$ cat src/key_to_midi_note_chord_tracker_assert.svh
// assertion macros for the key to midi note chord tracker
// used by the top level only, needs nothing else
`ifndef KEY_TO_MIDI_NOTE_CHORD_TRACKER_ASSERT_SVH
`define KEY_TO_MIDI_NOTE_CHORD_TRACKER_ASSERT_SVH

// a implies b in the same cycle
`define KMNCT_ASSERT_SAME(label, clk, rst_n, a, b) \
    label: assert property (@(posedge clk) disable iff (!rst_n) (a) |-> (b)) \
        else $error("kmnct check failed: same cycle implication");

// a implies b in the next cycle
`define KMNCT_ASSERT_NEXT(label, clk, rst_n, a, b) \
    label: assert property (@(posedge clk) disable iff (!rst_n) (a) |=> (b)) \
        else $error("kmnct check failed: next cycle implication");

`endif

$ cat src/kmnct_pkg.sv
// shared types, constants and note helpers of the key to midi note chord tracker
// no dependencies
package kmnct_pkg;

    localparam int KEY_COUNT_DEFAULT = 32;
    localparam int KEY_W   = 5;
    localparam int NOTE_W  = 7;
    localparam int CHAN_W  = 4;
    localparam int CNT_W   = 2;
    localparam int NOTES_W = 3 * NOTE_W;
    localparam int ENTRY_W = NOTES_W + CNT_W;
    localparam int CFG_IDX_W  = 2;
    localparam int CFG_DATA_W = 7;

    localparam logic [NOTE_W-1:0] VELOCITY    = 7'd100;
    localparam logic [NOTE_W-1:0] THIRD_STEP  = 7'd4;
    localparam logic [NOTE_W-1:0] FIFTH_STEP  = 7'd7;
    localparam logic [CNT_W-1:0]  TRIAD_SIZE  = 2'd3;
    localparam logic [CNT_W-1:0]  SINGLE_SIZE = 2'd1;

    localparam logic [CHAN_W-1:0] CHANNEL_RESET     = 4'd0;
    localparam logic [NOTE_W-1:0] SINGLE_BASE_RESET = 7'd60;
    localparam logic [NOTE_W-1:0] CHORD_BASE_RESET  = 7'd48;

    localparam logic [CFG_IDX_W-1:0] REG_MIDI_CHANNEL     = 2'd0;
    localparam logic [CFG_IDX_W-1:0] REG_SINGLE_BASE_NOTE = 2'd1;
    localparam logic [CFG_IDX_W-1:0] REG_CHORD_ROOT_BASE  = 2'd2;

    localparam logic EVENT_OFF = 1'b0;
    localparam logic EVENT_ON  = 1'b1;

    typedef struct packed {
        logic [CHAN_W-1:0] midi_channel;
        logic [NOTE_W-1:0] single_base_note;
        logic [NOTE_W-1:0] chord_root_base;
    } cfg_t;

    typedef struct packed {
        logic              valid;
        logic              kind;
        logic [NOTE_W-1:0] note;
        logic              last;
    } emit_t;

    // note sums wrap modulo 128 by truncation
    function automatic logic [NOTE_W-1:0] note_add(input logic [NOTE_W-1:0] base,
                                                   input logic [NOTE_W-1:0] offs);
        note_add = base + offs;
    endfunction

    function automatic logic [NOTE_W-1:0] pick_note(input logic [NOTES_W-1:0] notes,
                                                    input logic [CNT_W-1:0] slot);
        logic [NOTE_W-1:0] n;
        unique case (slot)
            2'd0:    n = notes[NOTE_W-1:0];
            2'd1:    n = notes[2*NOTE_W-1:NOTE_W];
            2'd2:    n = notes[3*NOTE_W-1:2*NOTE_W];
            default: n = notes[NOTE_W-1:0];
        endcase
        pick_note = n;
    endfunction

endpackage

$ cat src/kmnct_ram.sv
// generic single write port ram with registered read
// no dependencies
module kmnct_ram #(
    parameter int WIDTH = 8,
    parameter int DEPTH = 32,
    parameter int AW    = (DEPTH > 1) ? $clog2(DEPTH) : 1
) (
    input  logic             clk,
    input  logic             wr_en,
    input  logic [AW-1:0]    wr_addr,
    input  logic [WIDTH-1:0] wr_data,
    input  logic             rd_en,
    input  logic [AW-1:0]    rd_addr,
    output logic [WIDTH-1:0] rd_data
);

    logic [WIDTH-1:0] mem [DEPTH];
    logic [WIDTH-1:0] rd_data_reg;

    always_ff @(posedge clk)
    begin
        if (wr_en)
        begin
            mem[wr_addr] <= wr_data;
        end
        if (rd_en)
        begin
            rd_data_reg <= mem[rd_addr];
        end
    end

    assign rd_data = rd_data_reg;

endmodule

$ cat src/kmnct_engine.sv
// per key read-modify-write sequencer: reads the held entry, writes the new one back
// and steps through the note-off / note-on list; uses kmnct_pkg
module kmnct_engine #(
    parameter int KEY_COUNT = kmnct_pkg::KEY_COUNT_DEFAULT,
    parameter int AW        = (KEY_COUNT > 1) ? $clog2(KEY_COUNT) : 1
) (
    input  logic                           clk,
    input  logic                           rst_n,
    input  logic                           key_valid,
    output logic                           key_stall,
    input  logic [kmnct_pkg::KEY_W-1:0]    key_index,
    input  logic [kmnct_pkg::NOTE_W-1:0]   relative_note,
    input  logic                           went_down,
    input  logic                           went_up,
    input  logic                           chord_mode,
    input  kmnct_pkg::cfg_t                cfg,
    input  logic                           out_free,
    output kmnct_pkg::emit_t               emit,
    output logic                           rd_en,
    output logic [AW-1:0]                  rd_addr,
    input  logic [kmnct_pkg::ENTRY_W-1:0]  rd_data,
    output logic                           wr_en,
    output logic [AW-1:0]                  wr_addr,
    output logic [kmnct_pkg::ENTRY_W-1:0]  wr_data
);
    import kmnct_pkg::*;

    typedef enum logic [2:0] {
        ST_IDLE = 3'b001,
        ST_LOAD = 3'b010,
        ST_EMIT = 3'b100
    } state_t;

    state_t state_reg, state_next;
    logic [KEY_COUNT-1:0] valid_reg;
    logic [3:0] k_reg, k_next;

    // item payload
    logic [AW-1:0]     addr_reg;
    logic [NOTE_W-1:0] rel_reg;
    logic              range_reg, down_reg, up_reg, chord_reg;

    // emission plan
    logic [NOTES_W-1:0] old_notes_reg, new_notes_reg, fin_notes_reg;
    logic [CNT_W-1:0]   c0_reg;
    logic [2:0]         c01_reg;
    logic [3:0]         total_reg;

    logic              accept;
    logic [NOTES_W-1:0] old_notes, new_notes;
    logic [CNT_W-1:0]   old_cnt, new_cnt, c0, c1, c2;
    logic [2:0]         c01;
    logic [3:0]         total;
    logic              act_down, act_up;
    logic [NOTE_W-1:0] root, third, fifth, single;
    logic              emit_go;

    assign key_stall = (state_reg != ST_IDLE);
    assign accept    = key_valid && (state_reg == ST_IDLE);
    assign rd_en     = accept;
    assign rd_addr   = AW'(key_index);

    // new entry from the read data
    always_comb
    begin
        old_notes = rd_data[NOTES_W-1:0];
        old_cnt   = valid_reg[addr_reg] ? rd_data[ENTRY_W-1:NOTES_W] : '0;
        act_down  = down_reg && range_reg;
        act_up    = up_reg && range_reg;
        root      = note_add(cfg.chord_root_base, rel_reg);
        third     = note_add(root, THIRD_STEP);
        fifth     = note_add(root, FIFTH_STEP);
        single    = note_add(cfg.single_base_note, rel_reg);
        new_notes = chord_reg ? {fifth, third, root} : {{(2*NOTE_W){1'b0}}, single};
        new_cnt   = chord_reg ? TRIAD_SIZE : SINGLE_SIZE;
        c0        = act_down ? old_cnt : '0;
        c1        = act_down ? new_cnt : '0;
        c2        = act_up ? (act_down ? new_cnt : old_cnt) : '0;
        c01       = 3'(c0) + 3'(c1);
        total     = 4'(c01) + 4'(c2);
    end

    assign wr_en   = (state_reg == ST_LOAD) && (act_down || act_up);
    assign wr_addr = addr_reg;
    assign wr_data = {act_up ? CNT_W'(0) : new_cnt, new_notes};

    // current result from the plan
    assign emit_go = (state_reg == ST_EMIT) && out_free;

    always_comb
    begin
        emit.valid = emit_go;
        emit.last  = (k_reg == (total_reg - 4'd1));
        priority if (k_reg < 4'(c0_reg))
        begin
            emit.kind = EVENT_OFF;
            emit.note = pick_note(old_notes_reg, k_reg[CNT_W-1:0]);
        end
        else if (k_reg < 4'(c01_reg))
        begin
            emit.kind = EVENT_ON;
            emit.note = pick_note(new_notes_reg, CNT_W'(k_reg - 4'(c0_reg)));
        end
        else
        begin
            emit.kind = EVENT_OFF;
            emit.note = pick_note(fin_notes_reg, CNT_W'(k_reg - 4'(c01_reg)));
        end
    end

    always_comb
    begin
        state_next = state_reg;
        k_next     = k_reg;
        unique case (state_reg)
            ST_IDLE:
            begin
                if (accept)
                begin
                    state_next = ST_LOAD;
                end
            end
            ST_LOAD:
            begin
                k_next     = '0;
                state_next = (total == 4'd0) ? ST_IDLE : ST_EMIT;
            end
            ST_EMIT:
            begin
                if (emit_go)
                begin
                    k_next = k_reg + 4'd1;
                    if (emit.last)
                    begin
                        state_next = ST_IDLE;
                    end
                end
            end
            default:
            begin
                state_next = ST_IDLE;
            end
        endcase
    end

    always_ff @(posedge clk or negedge rst_n)
    begin
        if (!rst_n)
        begin
            state_reg <= ST_IDLE;
            valid_reg <= '0;
            k_reg     <= '0;
        end
        else
        begin
            state_reg <= state_next;
            k_reg     <= k_next;
            if (wr_en)
            begin
                valid_reg[addr_reg] <= 1'b1;
            end
        end
    end

    always_ff @(posedge clk)
    begin
        if (accept)
        begin
            addr_reg  <= AW'(key_index);
            rel_reg   <= relative_note;
            range_reg <= (int'(key_index) < KEY_COUNT);
            down_reg  <= went_down;
            up_reg    <= went_up;
            chord_reg <= chord_mode;
        end
        if (state_reg == ST_LOAD)
        begin
            old_notes_reg <= old_notes;
            new_notes_reg <= new_notes;
            fin_notes_reg <= act_down ? new_notes : old_notes;
            c0_reg        <= c0;
            c01_reg       <= c01;
            total_reg     <= total;
        end
    end

endmodule

$ cat src/key_to_midi_note_chord_tracker.sv
// top level of the key to midi note chord tracker: config registers, held-note ram,
// sequencer and output register; uses kmnct_pkg, kmnct_ram, kmnct_engine and the assert header
//
// channel   direction  handshake            payload
// key       in         key_valid/key_stall  key_index relative_note went_down went_up chord_mode
// event     out        event_valid/stall    event_kind event_channel note_number velocity
//                                           last_event
// cfg       in         cfg_valid/cfg_ready  cfg_index cfg_data
//
// an item gives n results (n up to 9) or none: the held-note ram is read first, then
// the plan is built and the entry written back, and the results then go one a cycle
// into the output register while that register is free
// key_stall is high from acceptance until the last result is in the output register
// event_stall holds the output register and pauses the sequencer
// reset clears the config to 0 / 60 / 48 and the per key valid bits, so no key holds notes
module key_to_midi_note_chord_tracker #(
    parameter int KEY_COUNT = kmnct_pkg::KEY_COUNT_DEFAULT
) (
    input  logic                              clk,
    input  logic                              rst_n,
    // key requests
    input  logic                              key_valid,
    output logic                              key_stall,
    input  logic [kmnct_pkg::KEY_W-1:0]       key_index,
    input  logic signed [kmnct_pkg::NOTE_W-1:0] relative_note,
    input  logic                              went_down,
    input  logic                              went_up,
    input  logic                              chord_mode,
    // midi event requests
    output logic                              event_valid,
    input  logic                              event_stall,
    output logic                              event_kind,
    output logic [kmnct_pkg::CHAN_W-1:0]      event_channel,
    output logic [kmnct_pkg::NOTE_W-1:0]      note_number,
    output logic [kmnct_pkg::NOTE_W-1:0]      velocity,
    output logic                              last_event,
    // configuration writes
    input  logic                              cfg_valid,
    output logic                              cfg_ready,
    input  logic [kmnct_pkg::CFG_IDX_W-1:0]   cfg_index,
    input  logic [kmnct_pkg::CFG_DATA_W-1:0]  cfg_data
);
    import kmnct_pkg::*;

    localparam int AW = (KEY_COUNT > 1) ? $clog2(KEY_COUNT) : 1;

    cfg_t  cfg_reg;
    emit_t emit;

    logic               out_free;
    logic               event_valid_reg;
    logic               kind_reg, last_reg;
    logic [NOTE_W-1:0]  note_reg;
    logic [CHAN_W-1:0]  chan_reg;

    logic               rd_en, wr_en;
    logic [AW-1:0]      rd_addr, wr_addr;
    logic [ENTRY_W-1:0] rd_data, wr_data;

    // config writes are always taken; indexes past the list fall through
    assign cfg_ready = 1'b1;

    always_ff @(posedge clk or negedge rst_n)
    begin
        if (!rst_n)
        begin
            cfg_reg.midi_channel     <= CHANNEL_RESET;
            cfg_reg.single_base_note <= SINGLE_BASE_RESET;
            cfg_reg.chord_root_base  <= CHORD_BASE_RESET;
        end
        else if (cfg_valid && cfg_ready)
        begin
            unique case (cfg_index)
                REG_MIDI_CHANNEL:     cfg_reg.midi_channel     <= cfg_data[CHAN_W-1:0];
                REG_SINGLE_BASE_NOTE: cfg_reg.single_base_note <= cfg_data[NOTE_W-1:0];
                REG_CHORD_ROOT_BASE:  cfg_reg.chord_root_base  <= cfg_data[NOTE_W-1:0];
                default:              cfg_reg <= cfg_reg;
            endcase
        end
    end

    // held notes and count per key, one entry per key
    kmnct_ram #(
        .WIDTH (ENTRY_W),
        .DEPTH (KEY_COUNT),
        .AW    (AW)
    ) u_held_ram (
        .clk     (clk),
        .wr_en   (wr_en),
        .wr_addr (wr_addr),
        .wr_data (wr_data),
        .rd_en   (rd_en),
        .rd_addr (rd_addr),
        .rd_data (rd_data)
    );

    kmnct_engine #(
        .KEY_COUNT (KEY_COUNT),
        .AW        (AW)
    ) u_engine (
        .clk           (clk),
        .rst_n         (rst_n),
        .key_valid     (key_valid),
        .key_stall     (key_stall),
        .key_index     (key_index),
        .relative_note ($unsigned(relative_note)),
        .went_down     (went_down),
        .went_up       (went_up),
        .chord_mode    (chord_mode),
        .cfg           (cfg_reg),
        .out_free      (out_free),
        .emit          (emit),
        .rd_en         (rd_en),
        .rd_addr       (rd_addr),
        .rd_data       (rd_data),
        .wr_en         (wr_en),
        .wr_addr       (wr_addr),
        .wr_data       (wr_data)
    );

    // output register: free when empty or being taken this cycle
    assign out_free = !event_valid_reg || !event_stall;

    always_ff @(posedge clk or negedge rst_n)
    begin
        if (!rst_n)
        begin
            event_valid_reg <= 1'b0;
        end
        else if (out_free)
        begin
            event_valid_reg <= emit.valid;
        end
    end

    always_ff @(posedge clk)
    begin
        if (emit.valid)
        begin
            kind_reg <= emit.kind;
            note_reg <= emit.note;
            last_reg <= emit.last;
            chan_reg <= cfg_reg.midi_channel;
        end
    end

    assign event_valid   = event_valid_reg;
    assign event_kind    = kind_reg;
    assign event_channel = chan_reg;
    assign note_number   = note_reg;
    assign velocity      = VELOCITY;
    assign last_event    = last_reg;

`include "key_to_midi_note_chord_tracker_assert.svh"

    // interlock: no second key request while the entry is being rewritten
    `KMNCT_ASSERT_NEXT(a_accept_locks, clk, rst_n, key_valid && !key_stall, key_stall)
    // the last result frees the key side in the next cycle
    `KMNCT_ASSERT_NEXT(a_last_frees, clk, rst_n, emit.valid && emit.last, !key_stall)
    // a result never overwrites one that is still waiting
    `KMNCT_ASSERT_SAME(a_no_overwrite, clk, rst_n, emit.valid,
                       !event_valid_reg || !event_stall)

endmodule
$ cat config.mk
export PLATFORM = sky130hd
export DESIGN_NAME = key_to_midi_note_chord_tracker
export DESIGN_NICKNAME = d
export VERILOG_FILES = /design/src/kmnct_pkg.sv /design/src/kmnct_ram.sv /design/src/kmnct_engine.sv /design/src/key_to_midi_note_chord_tracker.sv
export VERILOG_INCLUDE_DIRS = /design/src /design/src/src
export SDC_FILE = /design/constraint.sdc
export NUM_CORES = 1
export LEC_CHECK = 0
export BUFFER_PORTS_ARGS = -buffer_cell sky130_fd_sc_hd__buf_2
export CAP_MARGIN = 20
export CELL_PAD_IN_SITES_DETAIL_PLACEMENT = 0
export CELL_PAD_IN_SITES_GLOBAL_PLACEMENT = 1
export CORE_MARGIN = 5
export CORE_UTILIZATION = 45
export DETAILED_ROUTE_END_ITERATION = 8
export PLACE_DENSITY_LB_ADDON = 0.1
export SETUP_SLACK_MARGIN = 0.05
export SLEW_MARGIN = 20
export SYNTH_ARGS = -nofsm -noshare
export SYNTH_HDL_FRONTEND = slang
export SYNTH_SLANG_ARGS = --single-unit
$ cat constraint.sdc
create_clock -name clk -period 8.75 [get_ports clk]
set_clock_uncertainty 0.1 [all_clocks]
set_input_delay 1.75 -clock clk [delete_from_list [all_inputs] [get_ports clk]]
set_output_delay 1.75 -clock clk [all_outputs]
set_load 0.02 [all_outputs]
# After elaboration in Yosys (flattened, before gate mapping)
# Memories as Yosys holds them, arrays and structs flattened. A register that Yosys moved wholly into a read port is not among the register bits.
# Cells that the tools add are included.
[word_totals]
word_cells = 97
n_memories = 1
ramBits = 736
input_bits = 29
output_inout_bits = 23
register_bits = 158
[memory_table]
columns = ["memory", "words", "word_bits", "rd", "rd_clocked_by_memory_dff", "wr", "line_no", "source"]
rows = [
  ["u_held_ram.mem", 32, 23, 1, 1, 1, "kmnct_ram.sv:17", "logic [WIDTH-1:0] mem [DEPTH];"],
]
[op_classes]
n_eq_ne = 16
bitwise_logic = 1
magnitude_cmp = 4
reduce_logical = 16
n_mux = 27
add_sub_neg = 10
[ops]
columns = ["cell", "n"]
rows = [
  ["$mux 21", 2],
  ["$pmux 7 s2", 3],
  ["$or 32x32->32", 1],
  ["$add 7x3->7 const B", 2],
  ["$add 7x7->7", 2],
  ["$mux 2", 7],
  ["$mux 3", 4],
  ["$pmux 3 s3", 1],
  ["$eq 2x1->1 const B", 4],
  ["$eq 2x2->1 const B", 4],
  ["$mux 8", 1],
  ["$pmux 4 s2", 1],
  ["$reduce_and 2->1", 4],
  ["$mux 7", 1],
  ["$lt 5x6->1 const B", 1],
  ["$bmux 1 s5", 1],
  ["$demux 1 s5", 1],
  ["$ge 5x1->1 const B", 1],
  ["$add 3x2->4", 1],
  ["$add 4x1->4 const B", 1],
  ["$eq 4x4->1", 1],
  ["$logic_and 1x1->1", 4],
  ["$logic_not 4->1", 1],
  ["$lt 4x2->1", 1],
  ["17 further kinds", 24],
]

# Depth between registers and ports, before layout
# Gate-level depths: netlist (run 1).
[depth]
ltp_word = 9
depth_mapped = 15
mapped_depth_nobuf = 14

# By module
# From an unflattened synthesis (run 1), not the netlist that was laid out.
[unflattened]
hier_cells = 2188
hier_area_um2 = 37013.0
[by_module_without_submodules]
columns = ["module", "cells_per_inst", "n_inst", "seq_area_each_um2", "area_per_inst_um2"]
rows = [
  ["kmnct_ram", 1619, 1, 22791.9, 29473.3],
  ["kmnct_engine", 504, 1, 3589.7, 6344.8],
  ["key_to_midi_note_chord_tracker", 65, 1, 873.3, 1194.9],
]

# Worst setup path before layout (run 1)
# No wires, ideal clock.
[synth_timing]
path_kind = "flip-flop to flip-flop"
start = "register u_engine.state_reg[2]"
end = "memory u_held_ram.mem[11][0] (netlist name) (enable)"
setup_ns = 0.404
path_stages_with_launch = 4
required_time_ns = 8.246
period_less_slack_ns = 5.991
path_buffers = 0
arrival_time_ns = 5.487
slack_ns = 2.759
path_cell_list = "dfrtp_1 nor3b_2 o2111ai_1 nor2_1"
[synth_via]
elab_chain_cells = 4
[synth_lines]
columns = ["element", "line_no", "source"]
rows = [
  ["start: declaration", "kmnct_engine.sv:34", "state_t state_reg, state_next;"],
  ["start signal: assignment", "kmnct_engine.sv:156", "state_reg <= state_next;"],
  ["$eq 3x2->1", "kmnct_engine.sv:83", "assign wr_en = (state_reg == ST_LOAD) && (act_down || act_up);"],
  ["$logic_and 1x1->1", "kmnct_engine.sv:83", ""],
  ["$mux 1", "kmnct_ram.sv:22", "if (wr_en)"],
  ["$mux 1 (implied by the code)", "kmnct_ram.sv:24", "mem[wr_addr] <= wr_data;"],
  ["end: declaration", "kmnct_ram.sv:17", ""],
]
# No other way between the ends.

==> impl_results.md, run 1 <==
- Status: finished clean
- Crit-path max FO: 69
- Min-Delay Startpoint: cfg_reg[16]
- Library cells used by synthesis: 52
- R2R Path End: u_engine.state_reg[0]
- Hold Path Class: flip-flop to flip-flop
- Final worst setup slack: 4420 ps
- Max cap viols: 0
- Pre-Repair DR Iteration Count: 5
- CTS buffer count: 96
- Routed WL: 94500 um
- Worst EP arrival: 4610 ps
- P_leak: 13.5 nW
- Wirelength per Cell: 32.2 um
- Register Area: 27300 um^2
- RePlAce Congestion: 0.777
- Initial cell density of the core: 45.5%
- Post-synth top area share: 71.5%
- Crit path time final: 4330 ps
- Top cells by area, synth: edfxtp_1 (71%), mux4_2 (15%), dfrtp_1 (3.5%)
- Initial antenna violation count: 5
- Tcrit/Tclk final: 49.5%
- Core Rows: 103
- Clock latency at the later pin of the worst-skew pair: 630 ps
- R2R Setup Slk: 4430 ps
- Post-route cell area: 41200 um^2
- DRT antenna net count: 0
- Die height: 293 um
- Hold slack: 345 ps
- Most Frequent Cell on Critical Path: mux4_2
- Hold path cells: 0
- Drc violations: 0
- P per Cell Area: 295 nW/um^2
- EDFF count, synth: 859
- DRC marker count from the first detailed-route iteration: 1799
- Dpl hpwl: 46800 um
- CTS root buffer: clkbuf_16
- Multi-input logic area: 8650 um^2
- Ys async rst share: 6.32%
- RSZ-0062 raised after global routing: no
- Die area: 85900 um^2
- Setup Slack @ Placement: 3680 ps
- Post-synth top area cell: edfxtp_1
- RR Startpoint: u_engine.wr_addr[0]
- Syn Area/Cell: 21.5 um^2
- Ratio of cells with drive above 1 in the final layout: 32.0%
- Global-route wire length before repair: 133000 um
- Slowest stage delay, CP: 800 ps
- Worst hold endpoint: event_channel[2]
- Cells after Synth: 1680
- CP delay by family, top: buffers and inverters
- Element type at the critical path end: flip-flop
- R2R depth: 12
- Ports: 52
- Bufs and invs on worst path: 2
- Max Freq: 0.231 GHz
- Filler Cells Inserted: 6148
- Worst-path clk slew: 60 ps
- Inserted Diodes: 0
- Critical-path top delay cell: buf_4
- Crit path launch type: input pin
- Syn Std Cell Area: 36100 um^2
- CP cell instances: buf_8 -> buf_4 -> mux4_2 -> mux4_2 -> mux2_2
- Grt total ovfl: 0
- Max Buffers Root-to-Sink: 3
- Crit Path Class: input pin to flip-flop
- Vias per cell: 5.93
- Vias in the first global route: 18000
- Ys Warns: 0
- Maximum vdd drop: 0.000165 V
- Largest net degree at the start of global routing: 144
- Slew @ Worst Pin: 1050 ps
- Area delta synth->final: 14.2%
- H-tree depth: 3
- Final hold vios: 0
- Max-slew violations: 0
- CTS resizes: 0
- Max reg flops: 736
- Req. time, crit path: 9030 ps
- #FFs+latches synth: 917
- Clock tree sinks: 917
- Core Area: 79300 um^2
- Buffers added on ports: 43
- GRT Total Usage: 22.0%
- CTS tree: done
- Post-CTS setup buffer count: 0
- Final nets: 1868
- Die X: 293 um
- DP Area: 38000 um^2
- Max-slew headroom: 29.7%
- Post-synth top flop: edfxtp_1
- Cell count along the critical path: 5
- Vias: 17400
- Setup_tns: 0 ps
- Seq/Total Area, Yosys: 75.5%
- Final setup fails: 0
- Post-CTS Hold Buffers: 0
## cells in the mapped netlist (all sizes together), types with 7 or more instances
cell,instances
xnor2,12
o21ai,21
nor2,73
nor3,8
or2,33
a211oi,10
mux2,54
nor2b,12
edfxtp,859
xor2,14
and2,11
clkbuf,35
a22oi,21
ha,28
dfstp,7
inv,36
mux4,238
nand2,22
nand3,10
a21oi,29
dfrtp,51
buf,42
## power breakdown
group	total (W)	switching (W)	internal, W	leakage [nW]
logic	0.00216	0.00154	0.000622	3.37
registers	0.00589	0.000144	0.00575	8.57
clock network	0.00410	0.00168	0.00242	1.54
total	0.0121	0.00336	0.00878	13.5
## layer usage
layer,part of all wire (%),GRT usage (%),vias up
li1,-,-,7160
met1,42,31.1,9502
met2,49,35.8,619
met3,6.5,3.67,134
met4,3.0,6.86,0
met5,0,0,-
## worst register-to-register path: cells and delay by family, from the launching register on
family / cells / cell delay, ps
adders and majority gates: 2 / 880
AOI/OAI and AO/OA: 4 / 840
DFF: 1 / 800
buffers and inverters: 1 / 130
muxes: 1 / 600
and+or+nand+nor: 4 / 910
## worst max-delay path by stage
stage	start	end	slack (ps)
floorplan	u_engine.state_reg[2]	u_held_ram.mem[11][0]	2760
global placement	key_index[0]	u_held_ram.rd_data[3]	3680
detailed placement	key_index[0]	u_held_ram.rd_data[22]	3680
CTS	u_engine.wr_addr[0]	u_engine.state_reg[0]	4320
global route	u_engine.wr_addr[0]	u_engine.state_reg[0]	4060
finish	key_index[0]	u_held_ram.rd_data[17]	4420
## cells by family (layout without fill, tap and decap cells)
| group | count (synthesis) | count (layout) | share of synthesized area, % |
|---|---|---|---|
| DFF | 917 | 917 | 75.5 |
| muxes | 293 | 293 | 16.6 |
| and+or+nand+nor | 190 | 190 | 2.65 |
| buffers and inverters | 114 | 313 | 1.42 |
| AOI/OAI and AO/OA | 104 | 104 | 1.86 |
| adders and majority gates | 34 | 34 | 1.30 |
| xor gates and xnor gates | 26 | 26 | 0.631 |
| other | 2 | 8 | 0.0208 |
## placed cells by master (no fill, tap or decap), types with 4 or more instances in the layout
master,netlist,routed
a211oi_1,10,9
a21oi_1,29,29
a22o_1,6,6
a22oi_1,21,21
and2_1,10,4
and2_2,0,6
buf_2,14,40
buf_4,14,54
bufinv_16,0,13
clkbuf_1,35,9
clkbuf_16,0,97
clkinv_1,1,19
clkinv_2,0,24
clkinvlp_4,0,12
conb_1,2,8
dfrtp_1,51,51
dfstp_2,7,7
edfxtp_1,859,859
fa_1,6,6
ha_1,28,28
inv_1,34,34
mux2_2,54,54
mux4_2,238,238
nand2_1,22,22
nand3_1,10,10
nand3b_1,4,4
nor2_1,73,39
nor2_4,0,33
nor2b_1,12,6
nor2b_2,0,4
nor3_1,8,8
o21ai_0,15,15
o22ai_1,4,4
or2_1,33,33
or3_1,5,5
xnor2_1,12,12
xor2_1,14,14
## cell type report
| cell class | count | area share (%) |
|---|---|---|
| Timing Repair Buffer | 98 | 1.64 |
| Clock buffer | 106 | 5.97 |
| Sequential cell | 917 | 66.1 |
| Inverter | 37 | 0.337 |
| Multi-Input combinational cell | 655 | 21.0 |
| Clock inverter | 72 | 1.76 |
| Tap cell | 1050 | 3.19 |
## stage by stage
step	cells	utilization, %	total power [W]
final	2935	52.0	0.0121
after global routing	2935	52.0	0.0126
after CTS	2935	52.0	0.0123
after detailed placement	2757	48.0	0.00815
after global placement	2757	48.0	0.00808
after floorplan	1686	-	0.00723
Power figures use the tool's default switching activity.
==> run 2: changes to the inputs <==
--- a/config.mk
+++ b/config.mk
@@ -6,6 +6,7 @@
 export SDC_FILE = /design/constraint.sdc
 export NUM_CORES = 1
 export LEC_CHECK = 0
+export ABC_AREA = 1
 export BUFFER_PORTS_ARGS = -buffer_cell sky130_fd_sc_hd__buf_2
 export CAP_MARGIN = 20
 export CELL_PAD_IN_SITES_DETAIL_PLACEMENT = 0
==> constraint.sdc (replaced) <==
create_clock -name clk -period 4.25 [get_ports clk]
set_clock_uncertainty 0.1 [all_clocks]
set_input_delay 0.85 -clock clk [delete_from_list [all_inputs] [get_ports clk]]
set_output_delay 0.85 -clock clk [all_outputs]
set_load 0.02 [all_outputs]
==> impl_results.md, run 2 <==
- Hold path cells: 1 (+1)
- Grt total ovfl: 0 (unchanged)
- Maximum vdd drop: 0.000413 V (+150%)
- Worst-path clk slew: 60 ps (about the same)
- Switching power: 0.00712 W (+110%)
- Total chip power: 0.0251 W (+110%)
- Global-route wire length before repair: 151000 um (+13%)
- Area delta synth->final: 14.2% (about the same)
- Status: finished clean
- CTS tree: done
- Pre-Repair DR Iteration Count: 6 (+1)
- Worst hold endpoint: u_engine.up_reg
- Most Frequent Cell on Critical Path: nand2_1
- Die area: 89700 um^2 (+4.4%)
- Sw Ratio: 28.4% (+0.75 points)
- Combinational share of power: 17.6% (-0.2 points)
- Cells after Synth: 2871 (+71%)
- Max reg flops: 736 (unchanged)
- Clock tree sinks: 917 (unchanged)
- Finished Layout Cells: 4098 (+40%)
- Most frequent cells in the layout: edfxtp_1 (859), nor2_1 (380), nand2_1 (350)
- CP cell instances: inv_1 -> nand2_1 -> nand2_1 -> nand2_1 -> nand2_1 -> nand2_1 -> nand2_1 -> nor2_1 -> nand2_1 -> nand2_1 -> nor2_1 -> inv_1 -> fa_1 -> inv_1 -> fa_1 -> nor4_1 -> nor2_1 -> nor2_1 -> nand2_1 -> nand2_1
- Max-slew headroom: 26.2% (-3.5 points)
- R2R Path End: u_engine.state_reg[0]
- Die height: 299 um (+2.2%)
- P_leak: 15.1 nW (+12%)
- Post-route cell area: 43100 um^2 (+4.5%)
- Crit-path max FO: 14 (-80%)
- Max Freq: 0.261 GHz
- Worst EP arrival: 4310 ps (-300 ps)
- GRT Total Usage: 22.4% (+0.35 points)
- EDFF count, synth: 859 (unchanged)
- DRT antenna net count: 0 (unchanged)
- RR Startpoint: u_engine.wr_addr[0]
- Req. time, crit path: 4740 ps (-4290 ps)
- Vias: 23700 (+36%)
- Core Rows: 106 (+2.9%)
- Seq pwr share: 47.4% (-1.1 points)
- CTS root buffer: clkbuf_16
- RePlAce Congestion: 0.817 (+5.2%)
- Top post-synthesis cells by count: edfxtp_1 (859), nor2_1 (425), nand2_1 (350)
- Internal: 0.0179 W (+100%)
- Bufs and invs on worst path: 3 (+1)
- Final hold vios: 0 (unchanged)
- Crit Path Class: flip-flop to flip-flop
- Post-synth top area share: 68.4% (-3.1 points)
- Vias per cell: 5.79 (-2.4%)
- Tcrit/Tclk final: 90.1%
- Drc violations: 0 (unchanged)
- Ys Warns: 0 (unchanged)
- Routed WL: 102000 um (+8.0%)
- Buffers added on ports: 43 (unchanged)
- CP delay by family, top: simple AND/OR/NAND/NOR gates
- Wirelength per Cell: 24.9 um (-23%)
- DRC marker count from the first detailed-route iteration: 2162 (+20%)
- Hold Path Class: input pin to flip-flop
- Top-count cell post-synth: edfxtp_1
- Syn Std Cell Area: 37700 um^2 (+4.5%)
- H-tree depth: 3 (unchanged)
- Max-slew violations: 0 (unchanged)
- Dpl hpwl: 58100 um (+24%)
- Final nets: 2993 (+60%)
- Largest net degree at the start of global routing: 142 (-1.4%)
- R2R Setup Slk: 420 ps (-4010 ps)
- Max cap viols: 0 (unchanged)
- Post-synth top flop: edfxtp_1
- Slowest stage delay, CP: 540 ps (-260 ps)
- Ratio of cells with drive above 1 in the final layout: 12.5% (-19 points)
- Top cells by area, synth: edfxtp_1 (68%), o221ai_1 (4.3%), nor2_1 (4.2%)
- Ports: 52 (unchanged)
- P per Cell Area: 582 nW/um^2 (+97%)
- Most common cell after layout, fill and taps aside: edfxtp_1
- Clock latency at the later pin of the worst-skew pair: 660 ps (+30 ps)
- Syn Area/Cell: 13.1 um^2 (-39%)
- CTS buffer count: 100 (+4.2%)
- Seq/Total Area, Yosys: 72.3% (-3.3 points)
- Element type at the critical path end: flip-flop
- Initial cell density of the core: 45.2% (-0.32 points)
- Slew @ Worst Pin: 1100 ps (+47.6 ps)
- #FFs+latches synth: 917 (unchanged)
- Ys async rst share: 6.32% (unchanged)
- Critical-path top delay cell: fa_1
- Min-Delay Startpoint: went_up
- Max Buffers Root-to-Sink: 3 (unchanged)
- DP Area: 39700 um^2 (+4.3%)
- Crit path launch type: flip-flop
- Initial antenna violation count: 1 (-4)
- Vias in the first global route: 23300 (+30%)
- Die X: 299 um (+2.2%)
- Final setup fails: 0 (unchanged)
- Core Area: 83400 um^2 (+5.3%)
- Library cells used by synthesis: 45 (-13%)
- Clock power share: 35.0% (+1.3 points)
- R2R depth: 20 (+8)
- Placed cell count: 3906 (+42%)
- Post-synth top area cell: edfxtp_1
- RSZ-0062 raised after global routing: no
- Crit path time final: 3830 ps
-- run 2: routing by layer --
layer / vias to the layer above / track usage [%] / wire (um) / share of wire [%]
li1: 10700 / - / - / -
met1: 12100 / 31.7 / 44600 / 44
met2: 737 / 36.5 / 48800 / 48
met3: 159 / 3.48 / 6210 / 6.1
met4: 0 / 6.06 / 2440 / 2.4
met5: - / 0 / 0 / 0
-- run 2: repair_timing --
| action | CTS | global route |
|---|---|---|
| hold buffers | 0 | 1 |
| endpoints found under the hold margin | 0 | 7 |
| gates resized for setup | 0 | 1 |
| buffers inserted | 0 | 0 |
| setup endpoints to repair | 0 | 1 |
-- run 2: cell type report --
cell class / instances / area (um^2)
diodes: 3 / 7.51
clock buffers: 121 / 2630
clock inverters: 66 / 722
fillers: 7033 / 40400
inverters: 99 / 390
multi-input cells: 1679 / 9400
flip-flops and latches: 917 / 27300
well taps: 1080 / 1350
repair buffers: 133 / 1300
-- run 2: worst reg2reg max path: cells and delay by family (launching register included) --
family	cells	cell delay [ps]
flip-flops	1	390
AND/OR/NAND/NOR	15	1730
adder cells (fa/ha/maj)	2	1050
buffers and inverters	3	500
-- run 2: cell families after synthesis --
family | Yosys count | share of synthesized area (%)
XOR/XNOR | 14 | 0.325
AO/OA/AOI/OAI | 672 | 12.2
multiplexers | 1 | 0.0265
buffers and inverters | 281 | 3.69
other | 2 | 0.0199
adder cells (fa/ha/maj) | 34 | 1.25
flip-flops | 917 | 72.3
AND/OR/NAND/NOR | 950 | 10.2
-- run 2: worst max-delay path by stage --
stage | to | startpoint | cells past startpoint | slack (ps)
5_1_grt | u_engine.state_reg[0] | u_engine.wr_addr[1] | 18 | 60
3_3_place_gp | u_engine.state_reg[0] | u_engine.wr_addr[1] | 18 | 530
6_report | u_engine.state_reg[0] | u_engine.wr_addr[0] | 20 | 420
4_1_cts | u_engine.state_reg[0] | u_engine.wr_addr[1] | 18 | 390
2_1_floorplan | u_held_ram.mem[10][0] | u_engine.state_reg[2] | 5 | -300
3_5_place_dp | u_engine.state_reg[0] | u_engine.wr_addr[1] | 18 | 440
-- run 2: through the flow --
| stage | setup slack, ps | utilization [%] | hold WS, ps | TNS, ps |
|---|---|---|---|---|
| 4_1_cts | 393 | 51.6 | 240 | 0 |
| 3_3_place_gp | 528 | 47.5 | 331 | 0 |
| 6_report | 422 | 51.6 | 282 | 0 |
| 5_1_grt | 58.0 | 51.6 | 244 | 0 |
| 2_1_floorplan | -303 | - | 324 | -119920 |
| 3_5_place_dp | 444 | 47.5 | 333 | 0 |
-- run 2: power by group through the flow --
stage / combinational, W / clock [W] / sequential, W
after floorplan: 0.00262 / 0 / 0.0120
after global placement: 0.00436 / 0 / 0.0120
after detailed placement: 0.00444 / 0 / 0.0121
after CTS: 0.00446 / 0.00897 / 0.0119
after global routing: 0.00486 / 0.00937 / 0.0119
final: 0.00442 / 0.00876 / 0.0119
